==> src/jtm_pkg.sv <==
`timescale 1ns / 1ps
// ----------------------------------------------------------------------------
// jtm_pkg: shared types and codes for the JTAG TAP master shifter
// Payload structs for both channels, operation codes and TAP belief codes.
// ----------------------------------------------------------------------------
package jtm_pkg;

  localparam int OP_W    = 3;
  localparam int INSTR_W = 10;
  localparam int DATA_W  = 16;
  localparam int ADDR_W  = 13;
  localparam int TAP_W   = 3;

  // Operation codes
  localparam logic [OP_W-1:0] OP_RESET     = 3'd0;
  localparam logic [OP_W-1:0] OP_GO_IDLE   = 3'd1;
  localparam logic [OP_W-1:0] OP_LOAD_IR   = 3'd2;
  localparam logic [OP_W-1:0] OP_SHIFT_DR  = 3'd3;
  localparam logic [OP_W-1:0] OP_LOAD_ADDR = 3'd4;

  // Believed TAP controller state
  localparam logic [TAP_W-1:0] TAP_RESET    = 3'd0;
  localparam logic [TAP_W-1:0] TAP_IDLE     = 3'd1;
  localparam logic [TAP_W-1:0] TAP_IR_SHIFT = 3'd2;
  localparam logic [TAP_W-1:0] TAP_IR_EXIT1 = 3'd3;
  localparam logic [TAP_W-1:0] TAP_DR_SHIFT = 3'd4;
  localparam logic [TAP_W-1:0] TAP_DR_EXIT1 = 3'd5;

  typedef struct packed {
    logic [OP_W-1:0]    op;
    logic [INSTR_W-1:0] instruction;
    logic [DATA_W-1:0]  data_word;
    logic [ADDR_W-1:0]  address;
    logic               exit_after;
    logic [DATA_W-1:0]  tdo_levels;
  } cmd_t;

  typedef struct packed {
    logic              pulse;
    logic              tms_level;
    logic              tdi_level;
    logic [DATA_W-1:0] captured_word;
    logic              last;
  } res_t;

  // Sequencer status toward the channel logic
  typedef struct packed {
    logic active;  // a result is offered this cycle
    logic last;    // offered result ends the operation
  } seq_stat_t;

endpackage

==> src/jtag_tap_master_shifter.sv <==
`timescale 1ns / 1ps
// ----------------------------------------------------------------------------
// jtag_tap_master_shifter: JTAG TAP master with TMS/TDI serializer
// Takes one operation per command transfer and returns one result transfer
// per TCK pulse, or a single non-pulse result when nothing is clocked.
//
//   channel | direction | handshake            | payload
//   --------+-----------+----------------------+---------------------------
//   cmd     | in        | cmd_valid/cmd_ready  | cmd_t (op, fields, TDO)
//   res     | out       | res_valid/res_ready  | res_t (pulse, pins, last)
//
// After acceptance the sequencer produces the results of an operation in order,
// driven by the shared shift register and pulse counter, one bit per cycle
// while the res channel does not stall.
// cmd_ready is low from acceptance until the last result is registered.
// A stalled res channel holds the sequencer; rst clears the TAP belief to
// test logic reset and the held pins to zero.
// ----------------------------------------------------------------------------
module jtag_tap_master_shifter import jtm_pkg::*; #(
  parameter int IR_BITS      = 10,
  parameter int DATA_BITS    = 16,
  parameter int ADDRESS_BITS = 13
) (
  input  logic clk,
  input  logic rst,
  input  logic cmd_valid,
  output logic cmd_ready,
  input  cmd_t cmd,
  output logic res_valid,
  input  logic res_ready,
  output res_t res
);

  seq_stat_t stat;
  res_t      seq_res;
  logic      take;
  logic      step;

  assign cmd_ready = !stat.active;
  assign take      = cmd_valid && cmd_ready;
  assign step      = stat.active && (!res_valid || res_ready);

  jtm_seq #(
    .IR_BITS      (IR_BITS),
    .DATA_BITS    (DATA_BITS),
    .ADDRESS_BITS (ADDRESS_BITS)
  ) u_seq (
    .clk  (clk),
    .rst  (rst),
    .take (take),
    .cmd  (cmd),
    .step (step),
    .stat (stat),
    .res  (seq_res)
  );

  // output register parts the sequencer from the result channel
  always_ff @(posedge clk) begin
    if (rst) begin
      res_valid <= 1'b0;
    end else if (step) begin
      res_valid <= 1'b1;
    end else if (res_ready) begin
      res_valid <= 1'b0;
    end
  end

  always_ff @(posedge clk) begin
    if (step) res <= seq_res;
  end

endmodule

==> src/jtm_seq.sv <==
`timescale 1ns / 1ps
// ----------------------------------------------------------------------------
// jtm_seq: TCK pulse sequencer
// Walks one operation through its TMS/TDI phases, one pulse per step (none for
// an operation with nothing to clock), using a shared shift register for all serial fields and one down counter.
// ----------------------------------------------------------------------------
module jtm_seq import jtm_pkg::*; #(
  parameter int IR_BITS      = 10,
  parameter int DATA_BITS    = 16,
  parameter int ADDRESS_BITS = 13
) (
  input  logic      clk,
  input  logic      rst,
  input  logic      take,
  input  cmd_t      cmd,
  input  logic      step,
  output seq_stat_t stat,
  output res_t      res
);

  localparam int SHW_A   = (IR_BITS > DATA_BITS) ? IR_BITS : DATA_BITS;
  localparam int SHW     = (SHW_A > ADDRESS_BITS) ? SHW_A : ADDRESS_BITS;
  localparam int CNT_TOP = (SHW > 5) ? SHW : 5;
  localparam int CW      = $clog2(CNT_TOP);

  localparam logic [CW-1:0] RST_LAST = CW'(4);
  localparam logic [CW-1:0] IRH_LAST = CW'(3);
  localparam logic [CW-1:0] DRH_LAST = CW'(2);
  localparam logic [CW-1:0] IR_LAST  = CW'(IR_BITS - 1);
  localparam logic [CW-1:0] DR_LAST  = CW'(DATA_BITS - 1);
  localparam logic [CW-1:0] AD_LAST  = CW'(ADDRESS_BITS - 1);
  localparam logic [CW-1:0] CNT_ZERO = '0;

  localparam logic [DATA_W-1:0] CAP_MASK =
    (DATA_BITS >= DATA_W) ? {DATA_W{1'b1}} : DATA_W'((33'd1 << DATA_BITS) - 33'd1);

  localparam logic [3:0] S_WAIT    = 4'd0;
  localparam logic [3:0] S_RST     = 4'd1;
  localparam logic [3:0] S_GI_UPD  = 4'd2;
  localparam logic [3:0] S_GI_IDLE = 4'd3;
  localparam logic [3:0] S_IR_HDR  = 4'd4;
  localparam logic [3:0] S_IR_SH   = 4'd5;
  localparam logic [3:0] S_DR_HDR  = 4'd6;
  localparam logic [3:0] S_DATA    = 4'd7;
  localparam logic [3:0] S_ADDR    = 4'd8;
  localparam logic [3:0] S_NOP     = 4'd9;

  logic [3:0]        state;
  logic [TAP_W-1:0]  belief;
  logic              tms_pin;
  logic              tdi_pin;
  logic              ret_addr;   // address phase follows the go-idle
  logic              addr_mode;
  logic              esc;
  logic [CW-1:0]     cnt;
  logic [SHW-1:0]    sreg;
  logic [SHW-1:0]    addr_fit;
  logic [DATA_W-1:0] cap_word;

  logic [SHW+INSTR_W-1:0] instr_ext;
  logic [SHW+DATA_W-1:0]  data_ext;
  logic [SHW+ADDR_W-1:0]  addr_ext;
  logic                   in_exit1;
  logic                   cnt_end;
  res_t                   r;

  assign instr_ext = {{SHW{1'b0}}, cmd.instruction};
  assign data_ext  = {{SHW{1'b0}}, cmd.data_word};
  assign addr_ext  = {{SHW{1'b0}}, cmd.address};
  assign in_exit1  = (belief == TAP_IR_EXIT1) || (belief == TAP_DR_EXIT1);
  assign cnt_end   = (cnt == CNT_ZERO);

  always_comb begin
    r.pulse         = 1'b1;
    r.tms_level     = tms_pin;
    r.tdi_level     = tdi_pin;
    r.captured_word = '0;
    r.last          = 1'b0;
    case (state)
      S_RST: begin
        r.tms_level = 1'b1;
        r.last      = cnt_end;
      end
      S_GI_UPD: r.tms_level = 1'b1;
      S_GI_IDLE: begin
        r.tms_level = 1'b0;
        r.last      = !ret_addr;
      end
      S_IR_HDR: r.tms_level = (cnt >= DRH_LAST);
      S_IR_SH: begin
        r.tdi_level = sreg[0];
        if (cnt_end) r.tms_level = 1'b1;
      end
      S_DR_HDR: r.tms_level = (cnt == DRH_LAST);
      S_DATA: begin
        r.tdi_level = sreg[0];
        if (cnt_end && esc) r.tms_level = 1'b1;
        r.last = cnt_end && !esc;
      end
      S_ADDR: begin
        r.tdi_level = sreg[0];
        if (cnt_end) r.tms_level = 1'b1;
      end
      S_NOP: begin
        r.pulse = 1'b0;
        r.last  = 1'b1;
      end
      default: r.pulse = 1'b0;
    endcase
    if (r.last) r.captured_word = cap_word;
  end

  assign res         = r;
  assign stat.active = (state != S_WAIT);
  assign stat.last   = r.last;

  always_ff @(posedge clk) begin
    if (rst) begin
      state    <= S_WAIT;
      belief   <= TAP_RESET;
      tms_pin  <= 1'b0;
      tdi_pin  <= 1'b0;
      ret_addr <= 1'b0;
    end else if (take) begin
      addr_mode <= (cmd.op == OP_LOAD_ADDR);
      esc       <= cmd.exit_after;
      addr_fit  <= addr_ext[SHW-1:0];
      cap_word  <= (cmd.op == OP_SHIFT_DR) ? (cmd.tdo_levels & CAP_MASK) : '0;
      ret_addr  <= 1'b0;
      case (cmd.op)
        OP_RESET: begin
          state <= S_RST;
          cnt   <= RST_LAST;
        end
        OP_GO_IDLE: state <= in_exit1 ? S_GI_UPD : S_GI_IDLE;
        OP_LOAD_IR: begin
          sreg <= instr_ext[SHW-1:0];
          cnt  <= IRH_LAST;
          state <= (belief == TAP_IDLE) ? S_IR_HDR : S_NOP;
        end
        OP_SHIFT_DR: begin
          sreg <= data_ext[SHW-1:0];
          if (belief == TAP_IDLE) begin
            state <= S_DR_HDR;
            cnt   <= DRH_LAST;
          end else begin
            state <= S_DATA;
            cnt   <= DR_LAST;
          end
        end
        OP_LOAD_ADDR: begin
          if (belief == TAP_IDLE) begin
            state    <= S_IR_HDR;
            cnt      <= IRH_LAST;
            sreg     <= instr_ext[SHW-1:0];
            ret_addr <= 1'b1;
          end else begin
            state  <= S_ADDR;
            cnt    <= AD_LAST;
            sreg   <= addr_ext[SHW-1:0];
            belief <= TAP_DR_SHIFT;
          end
        end
        default: state <= S_NOP;
      endcase
    end else if (step) begin
      tms_pin <= r.tms_level;
      tdi_pin <= r.tdi_level;
      cnt     <= cnt - CW'(1);
      case (state)
        S_RST: begin
          if (cnt_end) begin
            belief <= TAP_RESET;
            state  <= S_WAIT;
          end
        end
        S_GI_UPD: state <= S_GI_IDLE;
        S_GI_IDLE: begin
          belief <= TAP_IDLE;
          if (ret_addr) begin
            ret_addr <= 1'b0;
            state    <= S_DR_HDR;
            cnt      <= DRH_LAST;
          end else begin
            state <= S_WAIT;
          end
        end
        S_IR_HDR: begin
          if (cnt_end) begin
            belief <= TAP_IR_SHIFT;
            state  <= S_IR_SH;
            cnt    <= IR_LAST;
          end
        end
        S_IR_SH: begin
          sreg <= sreg >> 1;
          if (cnt_end) begin
            belief <= TAP_IR_EXIT1;
            state  <= S_GI_UPD;
          end
        end
        S_DR_HDR: begin
          if (cnt_end) begin
            belief <= TAP_DR_SHIFT;
            if (addr_mode) begin
              state <= S_ADDR;
              cnt   <= AD_LAST;
              sreg  <= addr_fit;
            end else begin
              state <= S_DATA;
              cnt   <= DR_LAST;
            end
          end
        end
        S_DATA: begin
          sreg <= sreg >> 1;
          if (cnt_end) begin
            if (esc) begin
              belief <= TAP_DR_EXIT1;
              state  <= S_GI_UPD;
            end else begin
              state <= S_WAIT;
            end
          end
        end
        S_ADDR: begin
          sreg <= sreg >> 1;
          if (cnt_end) begin
            belief <= TAP_DR_EXIT1;
            state  <= S_GI_UPD;
          end
        end
        S_NOP: state <= S_WAIT;
        default: state <= S_WAIT;
      endcase
    end
  end

endmodule

==> config.mk <==
export PLATFORM = sky130hd
export DESIGN_NAME = jtag_tap_master_shifter
export DESIGN_NICKNAME = d
export VERILOG_FILES = /design/src/jtm_pkg.sv /design/src/jtag_tap_master_shifter.sv /design/src/jtm_seq.sv
export SDC_FILE = /design/constraint.sdc
export NUM_CORES = 1
export LEC_CHECK = 0
export ABC_CLOCK_PERIOD_IN_PS = 10400
export BUFFER_PORTS_ARGS = -buffer_cell sky130_fd_sc_hd__buf_2
export CAP_MARGIN = 20
export CELL_PAD_IN_SITES_DETAIL_PLACEMENT = 0
export CELL_PAD_IN_SITES_GLOBAL_PLACEMENT = 1
export CORE_MARGIN = 2
export CORE_UTILIZATION = 49
export CTS_BUF_LIST = sky130_fd_sc_hd__clkbuf_8
export CTS_CLUSTER_SIZE = 24
export DETAILED_ROUTE_END_ITERATION = 8
export MAX_ROUTING_LAYER = met4
export PLACE_DENSITY_LB_ADDON = 0.2
export SETUP_SLACK_MARGIN = 0.3
export SKIP_CTS_REPAIR_TIMING = 1
export SLEW_MARGIN = 15
export SYNTH_ARGS = -nofsm -noshare
export SYNTH_HDL_FRONTEND = slang
export SYNTH_SLANG_ARGS = --single-unit
==> constraint.sdc <==
create_clock -name clk -period 10.4 [get_ports clk]
set_clock_uncertainty 0.15 [all_clocks]
set_input_delay 1.04 -clock clk [delete_from_list [all_inputs] [get_ports clk]]
set_output_delay 1.04 -clock clk [all_outputs]
set_load 0.01 [all_outputs]
==> flow_summary.yaml, run 1 <==
outcome:
  status: "complete, no violations"
worst_setup_path:
  crit_path_end_kind: "register"
  cp_max_fo: 23
  arrival_ns: 3.11
  crit_type: "reg -> reg"
  reg2reg_depth: 7
  required_ns: 10.29
  critPathLaunchType: "register"
synthesis:
  synth_cell_types: 60
  yosysTopAreaCell: "edfxtp_1"
  synthArstFlopShare: 0
  synth_xor_area_frac: 0.00412
  synth_edf_count: 71
  synth_compound_area_frac: 0.168
  netlist.area_leader.share: 0.501
  synthCells: 363
  synthMuxAreaShare: 0.0503
  synth_top_family_by_area: "simple AND/OR/NAND/NOR gates"
  yosys-top-cells-area: "edfxtp_1, and2_1, dfxtp_1"
  synth-seq-area-share: 0.553
  synth_adder_area_share: 0.00589
  mappedNetlistNets: 428
  synth-seq-cells: 82
  synth_top_flop_cell: "edfxtp_1"
  syn_area_mm2: 0.00425
  syn_avg_cell_area_um2: 11.7
  yosys_warnings: 0
  synthSimpleGateAreaFrac: 0.180
grt:
  grt-ovfl-total: 0
  grt_max_degree: 35
  gr-usage-all-layers: 0.207
  grt_pass1_vias: 3072
  grt_pass1_wl_um: 15300
  antenna_found_initial: 0
power_and_ir_drop:
  p_per_area_mw_per_mm2: 246
  power_leakage_nw: 1.85
  power_w: 0.00121
  ir_worst_vdd_mv: 0.0946
finish:
  layout-drive-gt1-share: 0.269
  antenna_cells: 0
  areaGrowthSynthToFinish_pct: 16.1
  nNetsFinal: 503
routing:
  via_per_inst: 5.82
  drt-initial-drc-count: 205
  drc: 0
  wire_per_inst_um: 17.1
  routed_wl_um: 9350
  drt-pass1-iter-count: 4
  vias: 3181
  ant_nets: 0
sta:
  finalWorstSetupSlack_ns: 7.18
  min_period_ns: 3.22
  finalSetupViolations: 0
  finalCritPeriodShare: 0.310
  worst_slew_pin_slew_ns: 0.856
  hold_violations: 0
  max_freq_mhz: 310
  slew_headroom: 0.428
  rsz0062_at_grt: "false"
  slew_viol_final: 0
  tns_ns: 0
run:
  maxCapViolCount: 0
floorplanning:
  die_area_mm2: 0.00944
  die_w_um: 97.2
  start_util: 0.512
  row_count: 33
  pin_count: 85
  design.core.area_mm2: 0.00830
  die_h_um: 97.2
placed_design:
  gp_congestion: 0.888
  place_hpwl_um: 6720
  port_buffers: 84
  post-place-ws_ns: 6.99
clock_network:
  cts_max_path_buffers: 2
  cts-root-buf: "clkbuf_8"
  cts_tree: "done"
  clock_latency_ns: 0.35
  clock-sinks: 82
  cts_buffers: 9
  path_clk_slew_ns: 0.08
  cts_max_level: 3
hold_path:
  hold_depth: 2
  min_path_type: "reg -> reg"
-- synthesized netlist by cell type, drive strengths merged (2+ instances only) --
library cell  instances
a31oi                 2
nor3                  2
o31ai                 6
nand3b                2
a2111oi               2
dfxtp                11
or3b                  4
a211oi                3
edfxtp               71
o311ai                2
o221ai                9
and3                 13
buf                  10
a221oi               15
o32ai                 2
a32o                  3
a21oi                21
nor2b                 5
mux2i                18
clkbuf               18
nor3b                10
nand4                 2
or3                   2
o21ai                14
mux2                  3
nand2b               11
nor4                  3
ha                    2
nor4b                 2
inv                  10
and2                 36
nand3                 2
nor2                 19
o31a                  3
nand2                 8
a311oi                3
-- flip-flops by register name (all words and copies together), names as in the netlist, 3 cells and up --
signal and count:
res 20, u_seq.sreg 16, u_seq.cnt 4, u_seq.state 4, u_seq.cap_word 16, u_seq.addr_fit 13, u_seq.belief 3
-- path summary, 6_finish.rpt --
path	start	end	slack, ns
max	u_seq.state[3]	u_seq.sreg[3]	7.18
min	u_seq.tms_pin	u_seq.tms_pin	0.37
max reg2reg	u_seq.state[3]	u_seq.sreg[3]	7.18
min reg2reg	u_seq.tms_pin	u_seq.tms_pin	0.37
-- worst max-delay path, cell delays in order, from the launching register on --
cell and delay (ns):
dfxtp_1 0.61, buf_4 0.31, nor4_4 0.09, nand2b_1 0.31, inv_1 0.69, o21ai_1 0.19, a221oi_2 0.30, buf_4 0.27
-- through the flow --
step	util	instances	hold slack [ns]	cell area (µm²)
global placement	0.572	532	0.345	4750
floorplan	-	363	0.327	4250
finish	0.595	547	0.371	4940
CTS	0.595	547	0.373	4940
detailed placement	0.572	532	0.353	4750
global route	0.595	547	0.383	4940
-- cells by family after synthesis --
kind of cell	Yosys count
AND/OR/NAND/NOR	124
AO/OA/AOI/OAI	94
flip-flops	82
buffers and inverters	38
multiplexers	21
XOR/XNOR	2
adder cells (fa/ha/maj)	2
-- per-layer routing --
metal	vias up	track usage	wire [µm]
met5	-	-	0
met4	0	0.0553	67
met3	9	0.0381	510
met2	88	0.333	4590
met1	1520	0.272	4180
li1	1564	-	-
-- power breakdown --
part	internal, W	leakage, nW	switching [W]
combinational	0.000182	0.994	0.000271
sequential	0.000480	0.757	0.0000552
clock	0.000111	0.0975	0.000115
total	0.000773	1.85	0.000441
-- cell usage in the layout (no fill, tap or decap), drive strengths merged, types with 12 or more instances in the layout --
cell    instances
and2           36
a221oi         15
a21oi          21
o21ai          14
nor2           19
buf            92
mux2i          18
edfxtp         71
and3           13
inv            12
-- cell type report --
cell class / instances / area, µm²
clock inverters: 6 / 65.1
clock buffers: 9 / 124
multi-input cells: 243 / 1750
repair buffers: 92 / 480
fillers: 706 / 3360
flip-flops and latches: 82 / 2350
well taps: 105 / 131
inverters: 10 / 37.5
No activity file was read; power rests on OpenSTA's default activity.
==> run 2: changes to the inputs <==
--- a/config.mk
+++ b/config.mk
@@ -5,13 +5,13 @@
 export SDC_FILE = /design/constraint.sdc
 export NUM_CORES = 1
 export LEC_CHECK = 0
-export ABC_CLOCK_PERIOD_IN_PS = 10400
+export ABC_CLOCK_PERIOD_IN_PS = 3300
 export BUFFER_PORTS_ARGS = -buffer_cell sky130_fd_sc_hd__buf_2
 export CAP_MARGIN = 20
 export CELL_PAD_IN_SITES_DETAIL_PLACEMENT = 0
 export CELL_PAD_IN_SITES_GLOBAL_PLACEMENT = 1
 export CORE_MARGIN = 2
-export CORE_UTILIZATION = 49
+export CORE_UTILIZATION = 45
 export CTS_BUF_LIST = sky130_fd_sc_hd__clkbuf_8
 export CTS_CLUSTER_SIZE = 24
 export DETAILED_ROUTE_END_ITERATION = 8
==> constraint.sdc (replaced) <==
create_clock -name clk -period 3.3 [get_ports clk]
set_clock_uncertainty 0.15 [all_clocks]
set_input_delay 0.33 -clock clk [delete_from_list [all_inputs] [get_ports clk]]
set_output_delay 0.33 -clock clk [all_outputs]
set_load 0.01 [all_outputs]
==> flow_summary.yaml, run 2 (synthesis gave the netlist of run 1 again) <==
outcome:
  status: "complete, no violations"
placed_design:
  place_hpwl_um: 7120
  post-place-ws_ns: 0.671
  gp_congestion: 0.901
  port_buffers: 84
hold_path:
  hold_depth: 1
  min_path_type: "in -> reg"
  hold_path_end: "u_seq.addr_fit[2]"
  worstHoldStart: "cmd[19]"
worst_setup_path:
  required_ns: 3.20
  ff2ff_setup_slack_ns: 0.67
  reg2reg_depth: 5
  crit-reg2reg-launch: "u_seq.state[0]"
  crit_path_end_kind: "register"
  crit_type: "reg -> reg"
  r2r_end: "u_seq.sreg[4]"
  cp_max_fo: 27
  arrival_ns: 2.54
  critPathLaunch: "u_seq.state[0]"
  critPathLaunchType: "register"
sta:
  min_period_ns: 2.63
  slew_viol_final: 0
  slew_headroom: 0.438
  whs_ns: 0.0142
  tns_ns: 0
  finalSetupViolations: 0
  finalWorstSetupSlack_ns: 0.665
  finalCritPeriodShare: 0.798
  max_freq_mhz: 380
  worst_slew_pin_slew_ns: 0.842
  hold_violations: 0
  rsz0062_at_grt: "false"
power_and_ir_drop:
  p_per_area_mw_per_mm2: 778
  power_leakage_nw: 1.96
  ir_worst_vdd_mv: 0.435
floorplanning:
  die_w_um: 101
  pin_count: 85
  die_h_um: 101
  design.core.area_mm2: 0.00920
  die_area_mm2: 0.0102
  start_util: 0.462
  row_count: 35
routing:
  drt-pass1-iter-count: 4
  drt-initial-drc-count: 155
  routed_wl_um: 9880
  drc: 0
  ant_nets: 0
  via_per_inst: 5.57
  vias: 3198
  wire_per_inst_um: 17.2
finish:
  mostFrequentLayoutCells: "buf_2, edfxtp_1, and2_1, a21oi_1"
  largest-register: "res"
  fill_cells: 821
  nNetsFinal: 523
  antenna_cells: 0
  largest_reg_flops: 20
  areaGrowthSynthToFinish_pct: 21.5
  layout-drive-gt1-share: 0.279
  final_util: 0.562
  reg.largest.list: "res (20), u_seq.cap_word (16), u_seq.sreg (16)"
  final_common_cell: "buf_2"
grt:
  antenna_found_initial: 0
  grt_pass1_vias: 3083
  grt_pass1_wl_um: 15600
  gr-usage-all-layers: 0.206
  grt_max_degree: 33
  grt-ovfl-total: 0
clock_network:
  cts_max_level: 3
  cts-root-buf: "clkbuf_8"
  clock_latency_ns: 0.36
  path_clk_slew_ns: 0.09
  clock-sinks: 82
  cts_tree: "done"
  cts_max_path_buffers: 2
  cts_buffers: 9
run:
  maxCapViolCount: 0
==> run 2: critical path: stages (launching register included) <==
cell and delay, ns:
dfxtp_1 0.59, or4b_1 0.81, o21ai_2 0.13, o21ai_1 0.10, a221oi_2 0.26, buf_4 0.28
==> run 2: layout make-up <==
| cell class | instances | area (µm²) | area share |
|---|---|---|---|
| inverter | 10 | 37.5 | 0.00727 |
| clock buffer | 9 | 124 | 0.0240 |
| clock inverter | 7 | 105 | 0.0203 |
| multi-input combinational | 243 | 1750 | 0.338 |
| tap | 111 | 139 | 0.0269 |
| sequential | 82 | 2350 | 0.455 |
| timing repair buffer | 112 | 661 | 0.128 |
==> run 2: power by group <==
part           internal [W]  total (W)  switching [W]
sequential          0.00151    0.00169       0.000184
clock              0.000441   0.000841       0.000401
combinational      0.000622    0.00148       0.000859
total               0.00257    0.00402        0.00144
==> run 2: worst max-delay path by stage <==
stage	end	cells past startpoint
final	u_seq.sreg[4]	5
after global routing	u_seq.cnt[2]	5
after CTS	res[5]	6
after detailed placement	res[5]	6
after global placement	u_seq.sreg[7]	5
after floorplan	u_seq.sreg[0]	7
==> run 2: routing by layer <==
layer  global-route usage  wire (µm)  part of all wire  vias up
met3               0.0359        410             0.042       12
met1                0.262       4370              0.44     1499
met5                    -          0                 0        -
li1                     -          -                 -     1598
met4               0.0644        148             0.015        0
met2                0.338       4950              0.50       89
==> run 2: per-stage QoR <==
step           cells  area [µm²]  total power (W)
2_1_floorplan    363        4260          0.00271
3_3_place_gp     546        4820          0.00316
3_5_place_dp     546        4820          0.00319
4_1_cts          562        5040          0.00403
5_1_grt          574        5160          0.00426
6_report         574        5160          0.00402
==> run 3: changes to the inputs <==
--- a/config.mk
+++ b/config.mk
@@ -5,13 +5,14 @@
 export SDC_FILE = /design/constraint.sdc
 export NUM_CORES = 1
 export LEC_CHECK = 0
-export ABC_CLOCK_PERIOD_IN_PS = 3300
+export ABC_AREA = 1
+export ABC_CLOCK_PERIOD_IN_PS = 2600
 export BUFFER_PORTS_ARGS = -buffer_cell sky130_fd_sc_hd__buf_2
 export CAP_MARGIN = 20
 export CELL_PAD_IN_SITES_DETAIL_PLACEMENT = 0
 export CELL_PAD_IN_SITES_GLOBAL_PLACEMENT = 1
 export CORE_MARGIN = 2
-export CORE_UTILIZATION = 45
+export CORE_UTILIZATION = 43
 export CTS_BUF_LIST = sky130_fd_sc_hd__clkbuf_8
 export CTS_CLUSTER_SIZE = 24
 export DETAILED_ROUTE_END_ITERATION = 8
==> constraint.sdc (replaced) <==
create_clock -name clk -period 2.6 [get_ports clk]
set_clock_uncertainty 0.15 [all_clocks]
set_input_delay 0.26 -clock clk [delete_from_list [all_inputs] [get_ports clk]]
set_output_delay 0.26 -clock clk [all_outputs]
set_load 0.01 [all_outputs]
==> flow_summary.yaml, run 3 <==
outcome:
  status: "complete, no violations"
sta:
  slew_headroom: 0.493
  rsz0062_at_grt: "false"
  finalCritPeriodShare: 0.798
  tns_ns: 0
  min_period_ns: 2.08
  slew_viol_final: 0
  hold_violations: 0
  worst_slew_pin_slew_ns: 0.760
  max_freq_mhz: 482
  finalWorstSetupSlack_ns: 0.525
  finalSetupViolations: 0
power_and_ir_drop:
  power_leakage_nw: 2.30
  ir_worst_vdd_mv: 0.493
  p_per_area_mw_per_mm2: 985
floorplanning:
  row_count: 35
  start_util: 0.445
  die_area_mm2: 0.0104
  design.core.area_mm2: 0.00924
  die_w_um: 102
  pin_count: 85
  die_h_um: 102
grt:
  antenna_found_initial: 0
  gr-usage-all-layers: 0.188
  grt_pass1_wl_um: 14400
  grt_max_degree: 36
  grt_pass1_vias: 3015
  grt-ovfl-total: 0
worst_setup_path:
  crit_path_end_kind: "register"
  path_cells: "nor2_1, nand2_1, nor2_1, buf_4, nand2_1, nor2_1, nor3_4, buf_12"
  max_stage_delay_ns: 0.35
  cp-endpoint: "u_seq.sreg[14]"
  crit_type: "reg -> reg"
  ff2ff_setup_slack_ns: 0.52
  cpLargestDelayFamily: "simple AND/OR/NAND/NOR gates"
  critPathLaunchType: "register"
  cp.depth: 8
  crit-reg2reg-launch: "u_seq.state[2]"
  crit_slowest_cell: "dfxtp_1"
  reg2reg_depth: 8
  required_ns: 2.57
  r2r_end: "u_seq.sreg[14]"
  cp_common_cell: "nor2_1"
  arrival_ns: 2.04
  critPathLaunch: "u_seq.state[2]"
  path_buf_inv: 2
  cp_max_fo: 16
routing:
  drt-pass1-iter-count: 6
  wire_per_inst_um: 13.7
  drc: 0
  vias: 3383
  drt-initial-drc-count: 232
  via_per_inst: 4.88
  ant_nets: 0
  routed_wl_um: 9500
synthesis:
  synth_cell_types: 34
  yosysTopAreaCell: "edfxtp_1"
  synth_top_flop_cell: "edfxtp_1"
  synth-seq-cells: 82
  synthCells: 452
  yosys_warnings: 0
  yosysMostFrequentCell: "nand2_1"
  yosys-top-cells-area: "edfxtp_1, nand2_1, nor2_1"
  synth_common_cells: "nand2_1, nor2_1, edfxtp_1, inv_1, o21ai_0"
  synth-seq-area-share: 0.572
  netlist.area_leader.share: 0.519
  synthArstFlopShare: 0
  syn_avg_cell_area_um2: 9.10
  mappedNetlistNets: 517
  synth_edf_count: 71
  syn_area_mm2: 0.00411
clock_network:
  cts_max_path_buffers: 2
  clock_latency_ns: 0.35
  cts-root-buf: "clkbuf_8"
  cts_tree: "done"
  clock-sinks: 82
  cts_max_level: 3
  path_clk_slew_ns: 0.09
  cts_buffers: 9
finish:
  layout-drive-gt1-share: 0.229
  largest-register: "res"
  largest_reg_flops: 20
  fill_cells: 849
  areaGrowthSynthToFinish_pct: 23.9
  reg.largest.list: "res (20), u_seq.cap_word (16), u_seq.sreg (16)"
  nNetsFinal: 624
  mostFrequentLayoutCells: "buf_2, nand2_1, nor2_1, edfxtp_1, inv_1"
  antenna_cells: 0
  final_common_cell: "buf_2"
placed_design:
  gp_congestion: 0.925
  post-place-ws_ns: 0.259
  place_hpwl_um: 6880
  port_buffers: 84
hold_path:
  min_path_type: "in -> reg"
  hold_depth: 3
run:
  maxCapViolCount: 0
## run 3: layout make-up
class | instances | area (µm²) | area share
Clock buffer | 9 | 124 | 0.0243
Clock inverter | 7 | 100 | 0.0197
Inverter | 74 | 278 | 0.0545
Multi-Input combinational cell | 284 | 1430 | 0.281
Sequential cell | 82 | 2350 | 0.462
Tap cell | 129 | 161 | 0.0317
Timing Repair Buffer | 108 | 648 | 0.127
## run 3: worst reg2reg max path, delay by kind of cell (launching register included)
kind	cells	cell delay, ns
flip-flops	1	0.35
buffers and inverters	2	0.36
AND/OR/NAND/NOR	6	0.98
## run 3: cell families after synthesis
group / Yosys count / synth area share
and+or+nand+nor: 189 / 0.199
AOI/OAI and AO/OA: 92 / 0.135
buffers and inverters: 86 / 0.0849
DFF: 82 / 0.572
adders and majority gates: 2 / 0.00609
xor gates and xnor gates: 1 / 0.00213
## run 3: per-layer routing
metal / wire, µm / global-route usage / up-vias
li1: - / - / 1714
met1: 4330 / 0.242 / 1563
met2: 4600 / 0.306 / 97
met3: 468 / 0.0386 / 9
met4: 103 / 0.0468 / 0
met5: 0 / - / -
## run 3: metrics by stage
stage / cell area, µm² / hold slack [ns] / utilization / total power (W) / cells
after floorplan: 4130 / 0.209 / - / 0.00340 / 452
after global placement: 4710 / 0.289 / 0.510 / 0.00395 / 662
after detailed placement: 4710 / 0.297 / 0.510 / 0.00396 / 662
after CTS: 4930 / -0.0813 / 0.534 / 0.00501 / 678
after global routing: 5090 / 0.0572 / 0.551 / 0.00535 / 693
final: 5090 / 0.0445 / 0.551 / 0.00501 / 693
## run 3: how the worst min path moves through the flow
stage                                   end  slack, ns    start
after floorplan           u_seq.addr_fit[0]       0.21  cmd[17]
after global placement            u_seq.esc       0.29  cmd[16]
after detailed placement          u_seq.esc       0.30  cmd[16]
after CTS                         u_seq.esc      -0.08  cmd[16]
after global routing      u_seq.cap_word[6]       0.06   cmd[6]
final                     u_seq.cap_word[8]       0.04   cmd[8]
## run 3: where the power goes
| part | internal (W) | switching, W |
|---|---|---|
| Sequential | 0.00194 | 0.000128 |
| Clock | 0.000551 | 0.000490 |
| Combinational | 0.000657 | 0.00125 |
